--- config.mk ---
export PLATFORM = sky130hd
export DESIGN_NAME = driver_threshold_search_unit
export DESIGN_NICKNAME = d
export VERILOG_FILES = /design/src/dts_pkg.sv /design/src/driver_threshold_search_unit.sv
export SDC_FILE = /design/constraint.sdc
export NUM_CORES = 1
export LEC_CHECK = 0
export BUFFER_PORTS_ARGS = -buffer_cell sky130_fd_sc_hd__buf_2
export CAP_MARGIN = 0
export CORE_MARGIN = 3
export CORE_UTILIZATION = 51
export CTS_CLUSTER_SIZE = 10
export DETAILED_ROUTE_END_ITERATION = 16
export PLACE_DENSITY = 0.76
export SETUP_SLACK_MARGIN = 0.4
export SKIP_CTS_REPAIR_TIMING = 1
export SYNTH_ARGS = -nofsm -noshare
export SYNTH_HDL_FRONTEND = slang
export SYNTH_SLANG_ARGS = --single-unit
export TNS_END_PERCENT = 10
--- constraint.sdc ---
create_clock -name clk -period 2.4 [get_ports clk]
set_clock_uncertainty 0.2 [all_clocks]
set_input_delay 0.36 -clock clk [delete_from_list [all_inputs] [get_ports clk]]
set_output_delay 0.36 -clock clk [all_outputs]
set_load 0.03 [all_outputs]
--- src/dts_pkg.sv ---
// Shared types and constants for the driver threshold search unit.
// Holds the phase and outcome codes, request kinds and register indexes.
// No dependencies.
package dts_pkg;

  localparam int OC_W    = 5;
  localparam int STALL_W = 7;
  localparam int CFG_W   = 7;
  localparam int CFG_IDX_W = 2;

  typedef enum logic [2:0] {
    PH_OC_DOWN    = 3'd0,
    PH_OC_UP      = 3'd1,
    PH_STALL_DOWN = 3'd2,
    PH_STALL_UP   = 3'd3,
    PH_IDLE       = 3'd4
  } phase_t;

  typedef enum logic [2:0] {
    OUT_RUNNING     = 3'd0,
    OUT_CLEAN       = 3'd1,
    OUT_STALL_MAX   = 3'd2,
    OUT_STALL_MIN   = 3'd3,
    OUT_HW_FAULT    = 3'd4,
    OUT_UV_ABORT    = 3'd5,
    OUT_STALL_SKIP  = 3'd6
  } outcome_t;

  localparam logic REQ_START  = 1'b0;
  localparam logic REQ_REPORT = 1'b1;

  localparam logic [CFG_IDX_W-1:0] REG_START_OC   = 2'd0;
  localparam logic [CFG_IDX_W-1:0] REG_OC_MAX     = 2'd1;
  localparam logic [CFG_IDX_W-1:0] REG_START_STALL = 2'd2;
  localparam logic [CFG_IDX_W-1:0] REG_NO_STALL   = 2'd3;

  localparam logic [OC_W-1:0] OC_MAX_RESET = 5'd15;

endpackage

--- src/driver_threshold_search_unit.sv ---
// Threshold search sequencer for a stepper driver's over-current and stall codes.
// Depends on dts_pkg for phase, outcome, request and register codes.
//
// Usage: configure the start codes, the over-current ceiling and the no-stall
// mode through the cfg_ write port while the unit is idle. Send a start request
// (in_tuser = 0) to load the start codes and enter the first phase, then one
// report request (in_tuser = 1) per test move, carrying the warning flags seen.
// Every request yields exactly one result carrying the codes to program, the
// phase after the step, a write flag and an outcome; out_tlast marks the result
// that ends or aborts the search (and any report sent while idle).
// The result is registered and shows in the cycle after its request. One request is
// taken every cycle while the receiver takes results: the search state and the
// result register update in the same edge, and that single register stage sets the rate.
// When the receiver stalls, the result register holds its item and the input
// side is still ready whenever that item is taken in the same cycle.
// Reset (synchronous, active low) empties the result register, sets the search
// idle with both codes at zero and restores the register defaults.
module driver_threshold_search_unit #(
  parameter int STALL_CODE_MAX = 127
) (
  input  logic        clk,
  input  logic        rst_n,
  // Configuration write port.
  input  logic        cfg_we,
  input  logic [dts_pkg::CFG_IDX_W-1:0] cfg_addr,
  input  logic [dts_pkg::CFG_W-1:0]     cfg_wdata,
  // Request channel.
  input  logic        in_tvalid,
  output logic        in_tready,
  input  logic [7:0]  in_tdata,  // over_current_seen, stall_seen, undervoltage_seen, 5'b0
  input  logic [0:0]  in_tuser,  // req_type
  // Result channel.
  output logic        out_tvalid,
  input  logic        out_tready,
  // over_current_code[4:0], stall_code[11:5], phase[14:12], write_request[15],
  // outcome[18:16], zeros[23:19]
  output logic [23:0] out_tdata,
  output logic        out_tlast  // done_res
);

  localparam int StallCeilInt = (STALL_CODE_MAX > 127) ? 127 : STALL_CODE_MAX;
  localparam logic [dts_pkg::STALL_W-1:0] STALL_CEIL = dts_pkg::STALL_W'(StallCeilInt);

  // Configuration registers.
  logic [dts_pkg::OC_W-1:0]    start_oc_r;
  logic [dts_pkg::OC_W-1:0]    oc_max_r;
  logic [dts_pkg::STALL_W-1:0] start_stall_r;
  logic                        no_stall_r;

  // Search state.
  dts_pkg::phase_t             phase_r, phase_nxt;
  logic [dts_pkg::OC_W-1:0]    oc_r, oc_nxt;
  logic [dts_pkg::STALL_W-1:0] stall_r, stall_nxt;
  dts_pkg::outcome_t           outcome_nxt;

  // Result register.
  logic                        out_valid_r;
  logic [dts_pkg::OC_W-1:0]    res_oc_r;
  logic [dts_pkg::STALL_W-1:0] res_stall_r;
  dts_pkg::phase_t             res_phase_r;
  dts_pkg::outcome_t           res_outcome_r;

  logic in_accept;
  logic req_kind;
  logic oc_seen, stall_seen, uv_seen;

  assign req_kind   = in_tuser[0];
  assign oc_seen    = in_tdata[0];
  assign stall_seen = in_tdata[1];
  assign uv_seen    = in_tdata[2];

  assign in_tready = !out_valid_r || out_tready;
  assign in_accept = in_tvalid && in_tready;

  always_ff @(posedge clk) begin
    if (!rst_n) begin
      start_oc_r    <= '0;
      oc_max_r      <= dts_pkg::OC_MAX_RESET;
      start_stall_r <= '0;
      no_stall_r    <= 1'b0;
    end else if (cfg_we) begin
      unique case (cfg_addr)
        dts_pkg::REG_START_OC:    start_oc_r    <= cfg_wdata[dts_pkg::OC_W-1:0];
        dts_pkg::REG_OC_MAX:      oc_max_r      <= cfg_wdata[dts_pkg::OC_W-1:0];
        dts_pkg::REG_START_STALL: start_stall_r <= cfg_wdata[dts_pkg::STALL_W-1:0];
        dts_pkg::REG_NO_STALL:    no_stall_r    <= cfg_wdata[0];
        default: ;
      endcase
    end
  end

  always_comb begin
    phase_nxt   = phase_r;
    oc_nxt      = oc_r;
    stall_nxt   = stall_r;
    outcome_nxt = dts_pkg::OUT_RUNNING;
    if (req_kind == dts_pkg::REQ_START) begin
      oc_nxt    = start_oc_r;
      stall_nxt = start_stall_r;
      phase_nxt = dts_pkg::PH_OC_DOWN;
    end else if (phase_r != dts_pkg::PH_IDLE) begin
      if (uv_seen) begin
        phase_nxt   = dts_pkg::PH_IDLE;
        outcome_nxt = dts_pkg::OUT_UV_ABORT;
      end else if (phase_r == dts_pkg::PH_OC_DOWN || phase_r == dts_pkg::PH_OC_UP) begin
        // A stall warning alone does not count in the over-current phases.
        if (oc_seen) begin
          if (oc_r >= oc_max_r) begin
            oc_nxt    = oc_max_r;
            phase_nxt = dts_pkg::PH_STALL_DOWN;
          end else begin
            oc_nxt    = oc_r + dts_pkg::OC_W'(1);
            phase_nxt = dts_pkg::PH_OC_UP;
          end
        end else if (phase_r == dts_pkg::PH_OC_UP) begin
          phase_nxt = dts_pkg::PH_STALL_DOWN;
        end else if (oc_r != '0) begin
          oc_nxt = oc_r - dts_pkg::OC_W'(1);
        end else begin
          phase_nxt = dts_pkg::PH_STALL_DOWN;
        end
      end else begin
        if (no_stall_r) begin
          phase_nxt   = dts_pkg::PH_IDLE;
          outcome_nxt = dts_pkg::OUT_STALL_SKIP;
        end else if (stall_seen) begin
          if (stall_r >= STALL_CEIL) begin
            stall_nxt   = STALL_CEIL;
            phase_nxt   = dts_pkg::PH_IDLE;
            outcome_nxt = dts_pkg::OUT_STALL_MAX;
          end else begin
            stall_nxt = stall_r + dts_pkg::STALL_W'(1);
            phase_nxt = dts_pkg::PH_STALL_UP;
          end
        end else if (phase_r == dts_pkg::PH_STALL_DOWN) begin
          if (stall_r != '0) begin
            stall_nxt = stall_r - dts_pkg::STALL_W'(1);
          end else begin
            phase_nxt   = dts_pkg::PH_IDLE;
            outcome_nxt = dts_pkg::OUT_STALL_MIN;
          end
        end else begin
          // Over-current with the stall warning cleared points at a driver fault; else the search ends clean.
          phase_nxt   = dts_pkg::PH_IDLE;
          outcome_nxt = oc_seen ? dts_pkg::OUT_HW_FAULT : dts_pkg::OUT_CLEAN;
        end
      end
    end
  end

  always_ff @(posedge clk) begin
    if (!rst_n) begin
      phase_r     <= dts_pkg::PH_IDLE;
      oc_r        <= '0;
      stall_r     <= '0;
      out_valid_r <= 1'b0;
    end else begin
      if (in_accept) begin
        phase_r     <= phase_nxt;
        oc_r        <= oc_nxt;
        stall_r     <= stall_nxt;
        out_valid_r <= 1'b1;
      end else if (out_tready) begin
        out_valid_r <= 1'b0;
      end
    end
  end

  always_ff @(posedge clk) begin
    if (in_accept) begin
      res_oc_r      <= oc_nxt;
      res_stall_r   <= stall_nxt;
      res_phase_r   <= phase_nxt;
      res_outcome_r <= outcome_nxt;
    end
  end

  assign out_tvalid = out_valid_r;
  assign out_tlast  = (res_phase_r == dts_pkg::PH_IDLE);
  assign out_tdata  = {5'b0, res_outcome_r, (res_phase_r != dts_pkg::PH_IDLE),
                       res_phase_r, res_stall_r, res_oc_r};

  // Every accepted request shows up as a result in the next cycle.
  a_req_gives_result: assert property (@(posedge clk) disable iff (!rst_n)
    in_accept |=> out_tvalid)
    else $error("accepted request produced no result");

  a_start_enters_search: assert property (@(posedge clk) disable iff (!rst_n)
    (in_accept && req_kind == dts_pkg::REQ_START) |=>
      (res_phase_r == dts_pkg::PH_OC_DOWN && res_outcome_r == dts_pkg::OUT_RUNNING))
    else $error("start request did not enter the first phase");

  a_idle_report_quiet: assert property (@(posedge clk) disable iff (!rst_n)
    (in_accept && req_kind == dts_pkg::REQ_REPORT && phase_r == dts_pkg::PH_IDLE) |=>
      (out_tlast && res_outcome_r == dts_pkg::OUT_RUNNING && $stable(oc_r)))
    else $error("report while idle changed the search");

  a_uv_aborts: assert property (@(posedge clk) disable iff (!rst_n)
    (in_accept && req_kind == dts_pkg::REQ_REPORT && uv_seen &&
     phase_r != dts_pkg::PH_IDLE) |=>
      (out_tlast && res_outcome_r == dts_pkg::OUT_UV_ABORT && $stable(stall_r)))
    else $error("undervoltage did not abort the search");

endmodule

==> impl_metrics.json, run 1 <==
{
  "outcome": "completed",
  "area_growth_pct": 21.58,
  "globalRouteOverflowTotal": 0,
  "synth_cell_types": 63,
  "cts_buffers": 5,
  "synth_flop_cell": "dfxtp_1",
  "rsz0062_at_grt": "yes",
  "num-fill-cells": 502,
  "setup_viol_count_final": 0,
  "slew_viol_final": 0,
  "firstDrtPassIters": 6,
  "fin_setup_tns_ns": 0,
  "ys_seq_area_frac": 0.3871,
  "p_leak_nw": 1.598,
  "crit_fanout": 3,
  "holdWs_ns": 0.09014,
  "cts_max_level": 2,
  "ir_drop_mv": 0.3599,
  "synth_edf_count": 18,
  "ant_nets": 0,
  "ys_seq_elements": 52,
  "vias": 2966,
  "gp_congestion": 0.9089,
  "worstPathRequired_ns": 2.42,
  "slowest_stage": "dfxtp_2",
  "wl_per_cell_um": 17.04,
  "min_period_over_period": 0.8870,
  "layout-drive-gt1-share": 0.3027,
  "yosysWarnings": 0,
  "synthCells": 362,
  "hold_viol_final": 0,
  "maxCapViolCount": 0,
  "clkSinkCount": 52,
  "grt_pass1_vias": 2674,
  "critPathBufInv": 2,
  "diodes": 0,
  "clock.fmax_mhz": 469.7,
  "critPathMaxStageDelay_ns": 0.35,
  "start_util": 0.5296,
  "avgSynthCellArea_sq_um": 8.713,
  "viasPerCell": 6.078,
  "die-area_sq_um": 7165,
  "antenna_found_initial": 0,
  "relSlewSlack": 0.5925,
  "io_buffers": 39,
  "path_clk_slew_ns": 0.10,
  "worstMarginPinSlew_ns": 0.6113,
  "place.detailed.hpwl_um": 5437,
  "power_density_nw_per_um2": 521.9,
  "grt_pass1_wl_um": 12970,
  "grt_max_degree": 39,
  "pin_count": 50,
  "tritoncts": "done",
  "clock_path_buffers": 2,
  "root_buffer": "clkbuf_8",
  "rows": 28,
  "crit_path_end_kind": "flip-flop",
  "drc": 0,
  "netlist_area_sq_um": 3154,
  "final-seq-area_sq_um": 1236,
  "wl_um": 8317,
  "nNetsFinal": 445,
  "critPathLaunchType": "flip-flop",
  "grt_util_all_layers": 0.2215,
  "fp.coreArea_sq_um": 5956,
  "criticalPathCategory": "reg -> reg",
  "fp.dieW_um": 84.65,
  "die_h_um": 84.65,
  "hold_path.class": "in -> reg",
  "cp_data_arrival_time_ns": 2.14,
  "fin_crit_ns": 2.129,
  "multi_input_area_sq_um": 1911,
  "ys_async_sr_fraction": 0,
  "clk_latency_ns": 0.32,
  "crit_chain": "inv_2 > ha_4 > a21o_1 > a31oi_4 > o21ai_2 > buf_4 > a31oi_2 > o221ai_2 > o21ba_1",
  "crit_family": "compound AO/OA/AOI/OAI gates",
  "drt-initial-drc-count": 297
}
[worst register-to-register path: cells and delay by family (launching register included)]
family | cells | cell delay, ns
adders and majority gates | 1 | 0.25
buffers and inverters | 2 | 0.20
DFF | 1 | 0.35
AOI/OAI and AO/OA | 6 | 1.05
[cell type report]
cell class                      count  area share
Inverter                           20     0.02023
Timing Repair Buffer               68      0.1106
Sequential cell                    52      0.3224
Tap cell                           75     0.02447
Multi-Input combinational cell    265      0.4982
Clock inverter                      1    0.001631
Clock buffer                        7     0.02251
[registers in the layout, summed over array words and instances, names as in the netlist]
| signal | cells |
|---|---|
| res_stall_r | 7 |
| stall_r | 7 |
| start_stall_r | 7 |
| oc_max_r | 5 |
| oc_r | 5 |
| res_oc_r | 5 |
| start_oc_r | 5 |
| phase_r | 3 |
| res_outcome_r | 3 |
| res_phase_r | 3 |
| no_stall_r | 1 |
| out_tvalid | 1 |
[power breakdown]
group          switching [mW]  internal, mW
combinational           0.283         0.175
sequential             0.0371         0.962
clock                   0.308         0.236
total                   0.628          1.37
[cell families (layout without fill, tap and decap cells)]
group,Yosys count,in the layout,share of synthesized area
AOI/OAI and AO/OA,101,101,0.2094
and+or+nand+nor,132,132,0.2376
buffers and inverters,49,96,0.07060
adders and majority gates,10,10,0.03967
xor gates and xnor gates,1,1,0.002777
other,1,5,0.001189
DFF,52,52,0.3871
muxes,16,16,0.05156
[per-stage QoR]
step	power (mW)	cell area [sq um]	setup slack, ns	instances	utilization
after floorplan	1.302	3173	0.1736	366	-
after global placement	1.399	3456	0.2114	470	0.5803
after detailed placement	1.409	3456	0.1792	470	0.5803
after CTS	1.933	3548	0.1628	478	0.5958
after global routing	2.096	3835	0.1827	488	0.6439
final	2.002	3835	0.2712	488	0.6439
[cell usage after synthesis (4+ instances only)]
cell	n	area, sq um
a211oi_1	4	30.03
o21ai_0	28	140.1
o211ai_1	6	45.04
ha_1	10	125.1
a31oi_1	11	68.82
o22ai_1	6	37.54
or3_1	6	37.54
buf_2	4	20.02
dfxtp_1	34	680.7
a21o_1	4	30.03
inv_1	18	67.56
nor3_1	6	30.03
nor2_1	18	67.56
nor2b_1	15	93.84
nand2b_1	6	37.54
nand4_1	5	31.28
buf_4	7	52.55
nand3_1	15	75.07
a21oi_1	14	70.07
edfxtp_1	18	540.5
clkbuf_1	17	63.81
mux2i_1	14	140.1
nand2_1	33	123.9
[worst paths after layout]
check,startpoint,endpoint,slack (ns),cells after the start
worst max-delay path,oc_max_r[2]$_SDFFE_PN1P_,oc_r[3]$_SDFFE_PN0P_,0.27,9
worst min-delay path,cfg_wdata[6],start_stall_r[6]$_SDFFE_PN0P_,0.09,3
worst max register to register,oc_max_r[2]$_SDFFE_PN1P_,oc_r[3]$_SDFFE_PN0P_,0.27,9
worst min register to register,stall_r[3]$_SDFFE_PN0P_,stall_r[3]$_SDFFE_PN0P_,0.33,2
[metal layers]
layer | global-route usage | share of wire
met5 | 0 | 0
met4 | 0.07914 | 0.019
met3 | 0.04220 | 0.079
met2 | 0.3495 | 0.48
met1 | 0.3033 | 0.42
[placed cells by master, fill, tap and decap left out, types with 3 or more instances in the layout]
cell type,instances
o21ai_1,5
inv_1,14
o21ai_0,25
edfxtp_1,18
nand2b_1,5
conb_1,5
clkbuf_8,6
a21o_1,4
ha_4,3
o22ai_1,6
nor4_1,3
nor3_1,6
dfxtp_1,24
inv_2,4
nand4_1,5
mux2i_1,14
nand3_1,15
o211ai_1,6
dfxtp_2,9
o31ai_1,3
a31oi_1,9
ha_1,6
nor4b_4,3
nor2b_1,15
buf_2,39
or3_1,5
nor2_1,17
and3_1,3
nand2_1,33
a211oi_1,4
a21oi_1,11
buf_4,27
No activity file was read; power rests on OpenSTA's default activity.
==> run 2: changes to the inputs <==
==> constraint.sdc (replaced) <==
create_clock -name clk -period 2.4 [get_ports clk]
set_clock_uncertainty 0.2 [all_clocks]
set_input_delay 0.12 -clock clk [delete_from_list [all_inputs] [get_ports clk]]
set_output_delay 0.12 -clock clk [all_outputs]
set_load 0.03 [all_outputs]
==> run 2 against run 1 <==
Power down 0.57%. First-iteration DRC count down 9.8%. Global-route usage down 0.38 points. Combinational power up 3%. Non-clock buffer count up 8. Die area unchanged. Sequential cell count unchanged.
==> impl_metrics.json, run 2 (synthesis results as in run 1) <==
{
  "cts_max_level": 2,
  "antenna_found_initial": 0,
  "vias": 2973,
  "grt_util_all_layers": 0.2177,
  "critPathMaxStageDelay_ns": 0.37,
  "clock_path_buffers": 2,
  "worstMarginPinSlew_ns": 0.6099,
  "grt_max_degree": 39,
  "die-area_sq_um": 7165,
  "die_h_um": 84.65,
  "slew_viol_final": 0,
  "clockPowerShare": 0.262,
  "wl_per_cell_um": 16.39,
  "p_sw_frac": 0.3044,
  "criticalPathCategory": "reg -> reg",
  "grt_pass1_wl_um": 12800,
  "fin_setup_tns_ns": 0,
  "io_buffers": 39,
  "num-fill-cells": 492,
  "cp_data_arrival_time_ns": 1.99,
  "firstDrtPassIters": 7,
  "root_buffer": "clkbuf_8",
  "tritoncts": "done",
  "crit_chain": "buf_4 > ha_1 > a21o_1 > a31oi_4 > o21ai_4 > mux2_2 > nand3_1 > a31oi_1",
  "rows": 28,
  "dp.cells": 471,
  "rsz0062_at_grt": "yes",
  "path_clk_slew_ns": 0.09,
  "place.detailed.hpwl_um": 5574,
  "globalRouteOverflowTotal": 0,
  "final_common_cell": "buf_2",
  "crit_family": "compound AO/OA/AOI/OAI gates",
  "critPathLaunchType": "flip-flop",
  "r2r_cells": 8,
  "crit_path_end_kind": "flip-flop",
  "cp_num_cells": 8,
  "grt_pass1_vias": 2644,
  "hold_viol_final": 0,
  "fp.coreArea_sq_um": 5956,
  "maxCapViolCount": 0,
  "finalNonFillerCells": 496,
  "p_leak_nw": 1.598,
  "clock.fmax_mhz": 465.9,
  "p_switching_uw": 605.7,
  "gp_congestion": 0.9261,
  "critPathBufInv": 1,
  "ant_nets": 0,
  "intPower_mw": 1.384,
  "fp.dieW_um": 84.65,
  "diodes": 0,
  "hold_path.class": "in -> reg",
  "drt-initial-drc-count": 268,
  "crit_fanout": 5,
  "start_util": 0.5296,
  "power_density_nw_per_um2": 508.1,
  "layout-drive-gt1-share": 0.2922,
  "ir_drop_mv": 0.3006,
  "rr_startpoint": "oc_r[1]$_SDFFE_PN0P_",
  "fin_crit_ns": 2.146,
  "cp-endpoint": "res_oc_r[4]$_DFFE_PP_",
  "wl_um": 8130,
  "clk_latency_ns": 0.30,
  "clkSinkCount": 52,
  "p_seq_frac": 0.502,
  "area_growth_pct": 24.16,
  "min_period_over_period": 0.8943,
  "r2r_slack_ns": 0.25,
  "pwr-share-comb": 0.236,
  "slowest_stage": "dfxtp_4",
  "largest_registers": "res_stall_r (7), stall_r (7), start_stall_r (7)",
  "pin_count": 50,
  "relSlewSlack": 0.5934,
  "crit_start": "oc_r[1]$_SDFFE_PN0P_",
  "cts_buffers": 5,
  "drc": 0,
  "r2r-end": "res_oc_r[4]$_DFFE_PP_",
  "viasPerCell": 5.994,
  "setup_viol_count_final": 0,
  "nNetsFinal": 453,
  "outcome": "completed",
  "final_cell_mix": "buf_2, nand2_1, o21ai_0",
  "finalPower_mw": 1.990,
  "worstPathRequired_ns": 2.24
}
-- run 2: final cells by class --
cell class,count,area [sq um],share of cell area
timing repair buffer,76,511.7,0.1307
sequential,52,1235,0.3153
multi-input combinational,265,1901,0.4853
clock buffer,7,86.33,0.02204
clock inverter,1,6.256,0.001597
tap,75,93.84,0.02396
inverter,20,82.58,0.02109
-- run 2: worst min path at each step --
stage / start / end / slack, ns / cells past startpoint
final: in_tdata[2] / res_outcome_r[0]$_SDFFCE_PN0P_ / 0.01 / 3
after global routing: in_tdata[2] / res_outcome_r[0]$_SDFFCE_PN0P_ / 0.04 / 3
after CTS: cfg_wdata[6] / start_stall_r[6]$_SDFFE_PN0P_ / -0.13 / 3
after detailed placement: cfg_wdata[6] / start_stall_r[6]$_SDFFE_PN0P_ / 0.19 / 3
after global placement: cfg_wdata[6] / start_stall_r[6]$_SDFFE_PN0P_ / 0.17 / 3
after floorplan: cfg_wdata[0] / oc_max_r[0]$_SDFFE_PN1P_ / 0.05 / 2
-- run 2: power by group through the flow --
stage / clock network (mW) / logic, mW / registers (mW)
after global routing: 0.573 / 0.510 / 1.00
after floorplan: 0 / 0.251 / 1.05
after detailed placement: 0 / 0.398 / 1.01
final: 0.521 / 0.471 / 0.999
after CTS: 0.533 / 0.400 / 0.994
after global placement: 0 / 0.388 / 1.01
-- run 2: metrics by stage --
| step | setup WS (ns) | area [sq um] | util | hold WS (ns) |
|---|---|---|---|---|
| 2_1_floorplan | 0.1736 | 3173 | - | 0.04511 |
| 3_3_place_gp | 0.2009 | 3463 | 0.5815 | 0.1727 |
| 3_5_place_dp | 0.1215 | 3463 | 0.5815 | 0.1855 |
| 4_1_cts | 0.09847 | 3556 | 0.5971 | -0.1348 |
| 5_1_grt | 0.1924 | 3916 | 0.6576 | 0.03950 |
| 6_report | 0.2538 | 3916 | 0.6576 | 0.01203 |
-- run 2: tightest hold or removal path: cells and delay by family --
family | cells | cell delay (ns)
AOI/OAI and AO/OA | 1 | 0.06
buffers and inverters | 1 | 0.15
and+or+nand+nor | 1 | 0.08
-- run 2: per-layer routing --
metal / wire length, um / part of all wire / track usage / vias up
met3: 518 / 0.064 / 0.03337 / 12
met5: 0 / 0 / 0 / -
met1: 3578 / 0.44 / 0.3115 / 1412
met2: 3931 / 0.48 / 0.3509 / 132
li1: - / - / - / 1417
met4: 101 / 0.012 / 0.04317 / 0
==> run 3: changes to the inputs <==
- PLACE_DENSITY: 0.76 -> 0.8
==> run 3 against run 2 <==
Cell area fell by 3.2%. Maximum frequency rose by 0.15%. Sequential share of layout area increased by 1.0 points. The flow now finishes with violations (hold timing). Largest cell class unchanged. Wire length down 1.6%. Power fell by 2.1%. Via count increased by 0.37%. Register-to-register slack about the same. Clock-buffer cell count fell by 2. Sequential cell count stayed put.
==> impl_metrics.json, run 3 (synthesis results as in run 1) <==
{
  "outcome": "complete, but fails checks",
  "violations": "hold timing",
  "crit_family": "compound AO/OA/AOI/OAI gates",
  "fin_setup_tns_ns": 0,
  "largest_registers": "res_stall_r (7), stall_r (7), start_stall_r (7)",
  "rr_startpoint": "oc_max_r[2]$_SDFFE_PN1P_",
  "firstDrtPassIters": 5,
  "cp_num_cells": 8,
  "hold_path.class": "in -> reg",
  "slew_viol_final": 0,
  "maxCapViolCount": 0,
  "min_period_over_period": 0.8929,
  "critPathBufInv": 1,
  "clock.fmax_mhz": 466.6,
  "place_ws_ns": 0.1362,
  "r2r_slack_ns": 0.26,
  "place.detailed.hpwl_um": 5571,
  "finalInstanceArea_sq_um": 3791,
  "grt_max_degree": 39,
  "final_cell_mix": "buf_2, nand2_1, dfxtp_1",
  "critPathMaxStageDelay_ns": 0.36,
  "criticalPathCategory": "reg -> reg",
  "clock_path_buffers": 2,
  "slowest_stage": "mux2_2",
  "critPathLaunchType": "flip-flop",
  "nNetsFinal": 447,
  "layout-drive-gt1-share": 0.2675,
  "drt-initial-drc-count": 226,
  "globalRouteOverflowTotal": 0,
  "fin_crit_ns": 2.143,
  "final_common_cell": "buf_2",
  "start_util": 0.5296,
  "grt_util_all_layers": 0.2076,
  "relSlewSlack": 0.5939,
  "setup_viol_count_final": 0,
  "wl_um": 8003,
  "tritoncts": "done",
  "holdWs_ns": -0.007640,
  "ant_nets": 0,
  "die_h_um": 84.65,
  "diodes": 0,
  "cts_max_level": 2,
  "root_buffer": "clkbuf_8",
  "io_buffers": 39,
  "worstHoldPathCells": 3,
  "worstPathRequired_ns": 2.26,
  "pin_count": 50,
  "r2r-end": "res_oc_r[4]$_DFFE_PP_",
  "grt_pass1_wl_um": 12160,
  "clkSinkCount": 52,
  "p_leak_nw": 1.550,
  "multi_input_area_sq_um": 1849,
  "gp_congestion": 0.9235,
  "wl_per_cell_um": 16.33,
  "min-delay-start": "in_tdata[2]",
  "path_clk_slew_ns": 0.09,
  "viasPerCell": 6.090,
  "area_growth_pct": 20.19,
  "hold_viol_final": 1,
  "crit_chain": "inv_1 > ha_4 > a21o_1 > a31oi_4 > o21ai_4 > mux2_2 > nand3_1 > a31oi_1",
  "die-area_sq_um": 7165,
  "finalWorstSetupSlack_ns": 0.2570,
  "r2r_cells": 8,
  "final-seq-area_sq_um": 1235,
  "crit_fanout": 4,
  "clk_latency_ns": 0.31,
  "vias": 2984,
  "grt_pass1_vias": 2544,
  "ir_drop_mv": 0.2803,
  "crit_path_end_kind": "flip-flop",
  "drc": 0,
  "dpl-instance-area_sq_um": 3456,
  "min_to": "res_outcome_r[0]$_SDFFCE_PN0P_",
  "antenna_found_initial": 0,
  "cp_data_arrival_time_ns": 2.00,
  "fp.coreArea_sq_um": 5956,
  "power_density_nw_per_um2": 514.1,
  "worstMarginPinSlew_ns": 0.6092,
  "rows": 28,
  "num-fill-cells": 507,
  "cts_buffers": 5,
  "rsz0062_at_grt": "yes",
  "fp.dieW_um": 84.65
}
## run 3: cell types whose count changed in the layout (fill, tap and decap cells not counted), sizes merged
cell    delta
buf        -6
inv        +1
clkinv     +1
clkbuf     -2
## run 3: cell type report
class | count | share of cell area
repair buffers | 70 | 0.1188
clock inverters | 3 | 0.004290
clock buffers | 5 | 0.01815
inverters | 20 | 0.02046
multi-input cells | 265 | 0.4878
flip-flops and latches | 52 | 0.3257
well taps | 75 | 0.02475
## run 3: worst max-delay path by stage
stage / startpoint / to
CTS: stall_r[0]$_SDFFE_PN0P_ / res_stall_r[0]$_DFFE_PP_
finish: oc_max_r[2]$_SDFFE_PN1P_ / res_oc_r[4]$_DFFE_PP_
floorplan: stall_r[0]$_SDFFE_PN0P_ / phase_r[1]$_SDFFE_PN0P_
detailed placement: stall_r[0]$_SDFFE_PN0P_ / res_stall_r[0]$_DFFE_PP_
global route: stall_r[4]$_SDFFE_PN0P_ / stall_r[3]$_SDFFE_PN0P_
global placement: stall_r[0]$_SDFFE_PN0P_ / res_stall_r[1]$_DFFE_PP_
## run 3: metrics by stage
stage / hold WS [ns] / std cells / power [mW] / util
detailed placement: 0.1812 / 470 / 1.411 / 0.5803
global route: 0.02715 / 490 / 2.028 / 0.6366
global placement: 0.1724 / 470 / 1.397 / 0.5803
CTS: -0.1472 / 478 / 1.899 / 0.5945
floorplan: 0.04511 / 366 / 1.302 / -
finish: -0.007640 / 490 / 1.949 / 0.6366
## run 3: worst reg2reg max path, delay by kind of cell (launching register included)
| kind | cells | cell delay, ns |
|---|---|---|
| flops | 1 | 0.34 |
| mux | 1 | 0.36 |
| buf+inv | 1 | 0.07 |
| compound gates | 4 | 0.51 |
| simple gates | 1 | 0.11 |
| fa+ha+maj | 1 | 0.29 |
## run 3: power by group
group | internal [mW] | total, mW | switching [mW]
registers | 0.962 | 1.00 | 0.0383
logic | 0.175 | 0.447 | 0.273
clock network | 0.204 | 0.502 | 0.298
total | 1.34 | 1.95 | 0.609
## run 3: metal layers
| metal | part of all wire | up-vias | GRT usage |
|---|---|---|---|
| met2 | 0.49 | 150 | 0.3431 |
| li1 | - | 1413 | - |
| met4 | 0.024 | 0 | 0.07914 |
| met1 | 0.41 | 1394 | 0.2698 |
| met3 | 0.074 | 27 | 0.03827 |
| met5 | 0 | - | 0 |
